$ cat src/hw/rtl/psd_fifo.sv
// psd_fifo: small decoupling queue between front and back.
// No package dependencies.
module psd_fifo #(
   parameter int W = 8
) (
   input  logic         clock,
   input  logic         reset,
   input  logic         in_valid,
   output logic         in_ready,
   input  logic [W-1:0] in_data,
   output logic         out_valid,
   input  logic         out_ready,
   output logic [W-1:0] out_data
);
   logic [W-1:0] mem_ff [4];
   logic [1:0]   wp_ff, rp_ff;
   logic [2:0]   cnt_ff;
   logic         wr, rd;
   assign in_ready  = cnt_ff != 3'd4;
   assign out_valid = cnt_ff != 3'd0;
   assign wr = in_valid && in_ready;
   assign rd = out_valid && out_ready;
   assign out_data = mem_ff[rp_ff];
   always_ff @(posedge clock) begin
      if (reset) begin
         wp_ff <= '0;
         rp_ff <= '0;
         cnt_ff <= '0;
      end else begin
         if (wr) wp_ff <= wp_ff + 2'd1;
         if (rd) rp_ff <= rp_ff + 2'd1;
         cnt_ff <= cnt_ff + {2'd0, wr} - {2'd0, rd};
      end
      if (wr) mem_ff[wp_ff] <= in_data;
   end

   assert property (@(posedge clock) disable iff (reset) cnt_ff <= 3'd4)
      else $error("queue count overflow");
   assert property (@(posedge clock) disable iff (reset)
      (cnt_ff == 3'd0) |-> !rd) else $error("read from empty queue");
   assert property (@(posedge clock) disable iff (reset)
      (wr && !rd) |=> cnt_ff == $past(cnt_ff) + 3'd1) else $error("count slip");
endmodule

$ cat config.mk
export PLATFORM = sky130hd
export DESIGN_NAME = psd_fifo
export DESIGN_NICKNAME = d
export VERILOG_FILES = /design/src/hw/rtl/psd_fifo.sv
export SDC_FILE = /design/constraint.sdc
export NUM_CORES = 1
export LEC_CHECK = 0
export BUFFER_PORTS_ARGS = -buffer_cell sky130_fd_sc_hd__buf_2
export CORE_MARGIN = 4
export CORE_UTILIZATION = 55
export CTS_BUF_LIST = sky130_fd_sc_hd__clkbuf_16
export DETAILED_ROUTE_END_ITERATION = 10
export PLACE_DENSITY_LB_ADDON = 0.3
export REMOVE_ABC_BUFFERS = 1
export SLEW_MARGIN = 20
export SYNTH_ARGS = -nofsm -noshare
export SYNTH_HDL_FRONTEND = slang
export SYNTH_SLANG_ARGS = --single-unit
$ cat constraint.sdc
create_clock -name clock -period 3.1 [get_ports clock]
set_input_delay 0.31 -clock clock [delete_from_list [all_inputs] [get_ports clock]]
set_output_delay 0.31 -clock clock [all_outputs]
set_load 0.01 [all_outputs]
==> results.toml, run 1 <==
[outcome]
status = "complete, no violations"

[layout]
layout_commonest_cell = "edfxtp_1"
nFillCells = 196
diodes = 0
regArea_um2 = 1140
drive_gt1_share_pct = 35.0
fin_nets = 135
syn2layout_area_growth_pct = 17.5
multiInputGateArea_um2 = 468
final_cell_mix = "32 x edfxtp_1, 21 x buf_2, 9 x dfxtp_1"

[floorplanning]
row_count = 19
die_w_um = 62.7
core_um2 = 2810
start_util_pct = 58.7
fp.dieH_um = 62.7
dieArea_um2 = 3930
io_pins = 22

[cts]
cts_setup_buffers = 0
cts_tree = "done"
htreeDepth = 2
cts_resized = 0
root_buffer = "clkbuf_16"
clk_path_buf_depth = 2
holdBufCountCts = 0
path_clk_slew_ns = 0.06
cts_made_buffers = 5
clkLatencyLatePin_ns = 0.28
cts.sinks = 41

[place]
post-place-ws_ns = 0.837
io_buffers = 21
gp_congestion = 0.841
hpwl_um = 1720

[detailed_routing]
drt_iter0_drc = 18
wirelength_um = 2460
route.detailed.drc = 0
drt_pass1_iterations = 4
vias = 795
wl_per_cell_um = 16.6
ant_nets = 0
via_per_inst = 5.37

[global_routing]
grtUsageTotal_pct = 14.3
top_usage_layer = "met2"
use_met3_pct = 4.14
grtUsageMet1_pct = 17.0
grt_overflow = 0
use_met2_pct = 23.4
grt_pass1_vias = 824
grt_pass1_wl_um = 4080
antenna_found_initial = 0
grt_max_degree = 13

[sta]
worst_pin_slew_ns = 0.533
max_freq_mhz = 439
rsz0062_at_grt = "no"
drv_slew = 0
period_needed_ns = 2.28
timing.hold.ws_ns = 0.245
setup_violations = 0
fin_worst_skew_ns = 0.00456
slew_headroom_pct = 64.4
post-route-period-util_pct = 73.5
setup_ws_ns = 0.822
tns_ns = 0
finalHoldViolations = 0

[synth]
synth_area_leaders = "edfxtp_1 58%, dfxtp_1 11%, mux4_2 11%"
synth-main-ff-cell = "edfxtp_1"
synth_top_cell_by_area = "edfxtp_1"
postSynthCellCount = 91
ys_types = 24
syn_area_per_cell_um2 = 18.1
synth_top_area_share_pct = 58.4
synth-seq-area-share_pct = 69.3
synth_edf_count = 32
synthesis.area_um2 = 1650
async_flop_share_pct = 0
synth_seq_cells = 41
ys_warn_count = 0

[setup_path]
start_kind = "register"
cp-end-kind = "register"
criticalPathCategory = "register to register"
critPathRequiredTime_ns = 3.31
crit_path_max_fanout = 7
critPathArrivalTime_ns = 2.49

[pwr]
power_switching_w = 0.000467
pwr-share-seq_pct = 44.4
combPwrFrac_pct = 23.7
leakage_nw = 0.725
switching_share_pct = 26.7
power_density_nw_per_um2 = 903
p_int_w = 0.00128
ir_drop_v = 0.000537
pwr-share-clk_pct = 32.0

[job]
max-cap-violations = 0

[hold_path]
min_path_type = "input port to register"
## routing by layer
metal	routed length (um)	vias to the layer above
li1	-	385
met1	1050	379
met2	1220	23
met3	128	8
met4	56	0
met5	0	-
## power by group through the flow
stage | combinational, W | sequential, W | clock, W
6_report | 0.000414 | 0.000775 | 0.000558
2_1_floorplan | 0.000306 | 0.000765 | 0
4_1_cts | 0.000422 | 0.000780 | 0.000565
3_5_place_dp | 0.000420 | 0.000790 | 0
3_3_place_gp | 0.000414 | 0.000786 | 0
5_1_grt | 0.000464 | 0.000792 | 0.000595
## logic make-up (layout without fill, tap and decap cells)
| family | count (synthesis) | count (layout) | share of synthesized area, % |
|---|---|---|---|
| mux | 10 | 10 | 12.5 |
| fa+ha+maj | 7 | 7 | 5.78 |
| simple gates | 19 | 19 | 6.31 |
| xor+xnor | 3 | 3 | 1.60 |
| flops | 41 | 41 | 69.3 |
| compound gates | 3 | 3 | 2.28 |
| buf+inv | 8 | 34 | 2.28 |
## worst max-delay path, stage by stage (launching register included)
cell      delay, ns
dfxtp_1        0.45
nor2_2         0.10
a21boi_4       0.24
inv_1          0.07
ha_1           0.28
inv_1          0.05
ha_1           0.13
inv_1          0.05
fa_1           0.38
xor2_1         0.16
and2_2         0.20
nor3_2         0.09
## cell type report
class                           count  share of cell area, %
Inverter                            5                  0.970
Timing Repair Buffer               21                   5.43
Multi-Input combinational cell     42                   24.2
Tap cell                           31                   2.01
Sequential cell                    41                   59.0
Clock buffer                        5                   6.47
Clock inverter                      3                   1.94
## cell usage after synthesis, types with 2 or more instances
cell type and n:
clkbuf_1 2, inv_1 5, and2_1 4, xor2_1 2, edfxtp_1 32, nand2b_1 2, nor2_1 7, dfxtp_1 9
ha_1 6, mux4_2 8
## through the flow
stage	util (%)	instances	power [W]	area [um2]
global placement	63.2	140	0.00120	1770
global route	69.0	148	0.00185	1930
finish	69.0	148	0.00175	1930
detailed placement	63.2	140	0.00121	1770
CTS	69.0	148	0.00177	1930
floorplan	-	88	0.00107	1630
## state kept, by name, indices dropped and copies added, names as in the netlist, named ones only
signal / count
wp_ff: 2
rp_ff: 2
cnt_ff: 3
mem_ff: 32
## final timing paths
kind	from	end	slack (ns)	cells past startpoint
worst min-delay path	in_data[0]	mem_ff[1][0]	0.25	1
worst max register to register	cnt_ff[1]	cnt_ff[2]	0.82	11
worst min register to register	wp_ff[1]	wp_ff[1]	0.52	2
worst max-delay path	cnt_ff[1]	cnt_ff[2]	0.82	11
Power figures use the tool's default switching activity.
==> run 2: changes to the inputs <==
clock period = 2.15 ns   (was 3.1 ns; I/O delays follow)
==> results.toml, run 2 (synthesis results as in run 1) <==
[outcome]
status = "complete, no violations"

[sta]
period_needed_ns = 2.09
rsz0062_at_grt = "yes"
worst_pin_slew_ns = 0.533
fin_worst_skew_ns = 0.00459
post-route-period-util_pct = 97.4
finalHoldViolations = 0
max_freq_mhz = 477
setup_violations = 0
drv_slew = 0
slew_headroom_pct = 64.4

[place]
io_buffers = 21
hpwl_um = 1830
gp_congestion = 0.790
dp_cells = 143

[floorplanning]
core_um2 = 2810
fp.dieH_um = 62.7
row_count = 19
dieArea_um2 = 3930
start_util_pct = 58.7
io_pins = 22
die_w_um = 62.7

[hold_path]
min_path_type = "input port to register"

[pwr]
pwr-share-clk_pct = 30.4
power_density_nw_per_um2 = 1340
switching_share_pct = 28.2
leakage_nw = 0.746
p_int_w = 0.00195
combPwrFrac_pct = 28.0
pwr-share-seq_pct = 41.6
p_total_w = 0.00272
ir_drop_v = 0.000914
power_switching_w = 0.000768

[setup_path]
start_kind = "register"
cp-end-kind = "register"
criticalPathCategory = "register to register"
critPathArrivalTime_ns = 2.31
critPathRequiredTime_ns = 2.36
crit_path_max_fanout = 5

[layout]
diodes = 0
largest_register_ffs = 32
final_cell_mix = "32 x edfxtp_1, 21 x buf_2, 8 x mux4_2"
syn2layout_area_growth_pct = 22.9
largest_register = "mem_ff"
fin_nets = 139
drive_gt1_share_pct = 44.6
layout_commonest_cell = "edfxtp_1"
nFillCells = 175
final-instance-count-excl-fill = 152
reg_top3 = "mem_ff x32, cnt_ff x3"

[global_routing]
grt_max_degree = 14
grt_pass1_vias = 878
grtUsageTotal_pct = 15.4
grt_overflow = 0
antenna_found_initial = 0
grt_pass1_wl_um = 4410

[detailed_routing]
wl_per_cell_um = 17.6
vias = 815
route.detailed.drc = 0
drt_iter0_drc = 44
wirelength_um = 2670
ant_nets = 0
via_per_inst = 5.36
drt_pass1_iterations = 4

[cts]
path_clk_slew_ns = 0.06
clk_path_buf_depth = 2
cts_tree = "done"
clkLatencyLatePin_ns = 0.28
cts_made_buffers = 5
cts.sinks = 41
root_buffer = "clkbuf_16"
holdBufCountCts = 0
htreeDepth = 2

[job]
max-cap-violations = 0
[run 2: cell types whose count changed in the layout (fill, tap and decap cells not counted), moves of 2 or more]
cell     before  now
buf_4         0    4
inv_1         6    3
dfxtp_1       9    7
ha_1          6    4
ha_4          0    2
[run 2: worst paths after layout]
path,startpoint,end,slack [ns],cells after the start
max,cnt_ff[0],cnt_ff[2],0.06,9
max reg2reg,cnt_ff[0],cnt_ff[2],0.06,9
min,in_data[5],mem_ff[0][5],0.15,1
min reg2reg,wp_ff[1],wp_ff[1],0.52,2
[run 2: area by class of cell]
| class | instances | area [um2] | share of cell area (%) |
|---|---|---|---|
| sequential | 41 | 1150 | 56.6 |
| multi-input combinational | 42 | 517 | 25.5 |
| timing repair buffer | 25 | 135 | 6.67 |
| clock buffer | 5 | 125 | 6.18 |
| clock inverter | 3 | 41.3 | 2.04 |
| tap | 31 | 38.8 | 1.92 |
| inverter | 5 | 21.3 | 1.05 |
[run 2: through the flow]
stage | utilization (%) | hold slack, ns | TNS, ns | setup WS, ns | instance area (um2)
after floorplan | - | 0.282 | 0 | 0.0200 | 1630
final | 72.2 | 0.145 | 0 | 0.0553 | 2020
after CTS | 69.9 | 0.141 | 0 | 0.0345 | 1960
after detailed placement | 64.0 | 0.433 | 0 | 0.0465 | 1790
after global routing | 72.2 | 0.148 | -0.0439 | -0.0439 | 2020
after global placement | 64.0 | 0.429 | 0 | 0.123 | 1790
[run 2: per-layer routing]
| layer | vias to the layer above | global-route usage, % | routed length [um] |
|---|---|---|---|
| met3 | 6 | 5.94 | 110 |
| li1 | 392 | - | - |
| met5 | - | 0 | 0 |
| met2 | 17 | 25.8 | 1450 |
| met1 | 400 | 17.5 | 1070 |
| met4 | 0 | 6.61 | 47 |
[run 2: what timing repair did]
action                                  4_1_cts  5_1_grt
resized for setup                             0       14
setup buffers                                 0        1
endpoints found under the setup margin        0        1
endpoints found under the hold margin         0        0
[run 2: power groups by stage]
stage	logic [W]	registers, W	clock network [W]
floorplan	0.000441	0.00110	0
CTS	0.000664	0.00111	0.000836
detailed placement	0.000661	0.00112	0
global route	0.000852	0.00115	0.000882
global placement	0.000650	0.00112	0
finish	0.000762	0.00113	0.000828
[run 2: critical path, cell delays in order (launching register included)]
cell and delay, ns:
dfxtp_4 0.37, o31a_4 0.37, ha_4 0.22, inv_4 0.05, ha_4 0.12, inv_2 0.03, fa_2 0.39, xor2_2 0.18
and2_4 0.16, nor3_2 0.13
==> run 3: changes to the inputs <==
BUFFER_PORTS_ARGS = -buffer_cell sky130_fd_sc_hd__clkbuf_2   (was -buffer_cell sky130_fd_sc_hd__buf_2)
TNS_END_PERCENT = 50   (was default)
==> results.toml, run 3 (synthesis results as in run 1) <==
[setup_path]
cp-end-kind = "register"
critPathRequiredTime_ns = 2.36
critPathArrivalTime_ns = 2.28
crit_chain = "o31a_4 -> ha_4 -> inv_1 -> ha_1 -> inv_2 -> fa_2 -> xor2_2 -> and2_4 -> nor3_2"
crit_path_max_fanout = 4
slowest_stage = "fa_2"
start_kind = "register"
criticalPathCategory = "register to register"
max_stage_delay_ns = 0.39

[pwr]
switching_share_pct = 27.5
p_total_w = 0.00267
combPwrFrac_pct = 27.9
pwr-share-seq_pct = 41.7
p_int_w = 0.00194
ir_drop_v = 0.000861
leakage_nw = 0.764
power_switching_w = 0.000736
pwr-share-clk_pct = 30.3
power_density_nw_per_um2 = 1330

[sta]
setup_violations = 0
tns_ns = 0
worst_pin_slew_ns = 0.532
max_freq_mhz = 483
post-route-period-util_pct = 96.3
period_needed_ns = 2.07
finalHoldViolations = 0
drv_slew = 0
rsz0062_at_grt = "yes"
slew_headroom_pct = 64.5
fin_worst_skew_ns = 0.00416

[cts]
cts_tree = "done"
clk_path_buf_depth = 2
clkLatencyLatePin_ns = 0.28
path_clk_slew_ns = 0.06
cts.sinks = 41
htreeDepth = 2
cts_made_buffers = 5
holdBufCountCts = 0
root_buffer = "clkbuf_16"

[outcome]
status = "complete, no violations"

[global_routing]
antenna_found_initial = 0
grt_pass1_vias = 909
grt_pass1_wl_um = 4350
grt_max_degree = 14
grt_overflow = 0
grtUsageTotal_pct = 15.1

[floorplanning]
fp.dieH_um = 62.7
io_pins = 22
dieArea_um2 = 3930
row_count = 19
core_um2 = 2810
start_util_pct = 58.7
die_w_um = 62.7

[detailed_routing]
wl_per_cell_um = 17.1
drt_pass1_iterations = 3
via_per_inst = 5.49
ant_nets = 0
drt_iter0_drc = 33
wirelength_um = 2620
vias = 840
route.detailed.drc = 0

[place]
gp_congestion = 0.805
io_buffers = 21
hpwl_um = 1710

[layout]
final_cell_mix = "32 x edfxtp_1, 21 x clkbuf_2, 8 x mux4_2"
fin_util_pct = 71.6
reg_top3 = "mem_ff x32, cnt_ff x3"
diodes = 0
layout_commonest_cell = "edfxtp_1"
largest_register_ffs = 32
largest_register = "mem_ff"
fin_nets = 140
syn2layout_area_growth_pct = 22.0
drive_gt1_share_pct = 43.4

[job]
max-cap-violations = 0

[hold_path]
min_path_type = "input port to register"
-- run 3: layout make-up --
cell class,instances,area (um2)
sequential,41,1150
fill,181,796
multi-input combinational,42,499
timing repair buffer,26,143
clock buffer,5,125
clock inverter,3,38.8
tap,31,38.8
inverter,5,18.8
-- run 3: critical path: cells and delay by family, from the launching register on --
| kind | cells | cell delay, ns |
|---|---|---|
| adder cells (fa/ha/maj) | 3 | 0.74 |
| flip-flops | 1 | 0.36 |
| AO/OA/AOI/OAI | 1 | 0.36 |
| AND/OR/NAND/NOR | 2 | 0.30 |
| XOR/XNOR | 1 | 0.16 |
| buffers and inverters | 2 | 0.09 |
-- run 3: final timing paths --
| path | startpoint | endpoint | slack [ns] | cells after the start |
|---|---|---|---|---|
| worst min register to register | wp_ff[1] | wp_ff[1] | 0.51 | 2 |
| worst min-delay path | in_data[2] | mem_ff[2][2] | 0.16 | 1 |
| worst max register to register | cnt_ff[0] | cnt_ff[2] | 0.08 | 9 |
| worst max-delay path | cnt_ff[0] | cnt_ff[2] | 0.08 | 9 |
-- run 3: routing by layer --
layer | vias up | wire [um] | GRT usage [%] | part of all wire (%)
met3 | 5 | 109 | 5.94 | 4.2
li1 | 394 | - | - | -
met5 | - | 0 | 0 | 0
met1 | 423 | 1070 | 16.4 | 41
met2 | 18 | 1390 | 25.6 | 53
met4 | 0 | 54 | 7.44 | 2.1
-- run 3: metrics by stage --
step	hold slack, ns	instance area [um2]	worst slack (ns)	instances
floorplan	0.282	1630	0.0200	88
CTS	0.151	1960	0.0263	151
finish	0.157	2010	0.0792	153
global route	0.157	2010	-0.0104	153
global placement	0.432	1790	0.123	143
detailed placement	0.441	1790	0.0415	143
-- run 3: power groups by stage --
stage          sequential [W]  combinational (W)  clock, W
2_1_floorplan         0.00110           0.000441         0
3_3_place_gp          0.00112           0.000653         0
3_5_place_dp          0.00112           0.000664         0
4_1_cts               0.00111           0.000669  0.000827
5_1_grt               0.00114           0.000828  0.000870
6_report              0.00111           0.000747  0.000810
-- run 3: what timing repair did --
action / in CTS / in global routing
setup buffers: 0 / 2
setup endpoints to repair: 0 / 1
resized for setup: 0 / 9
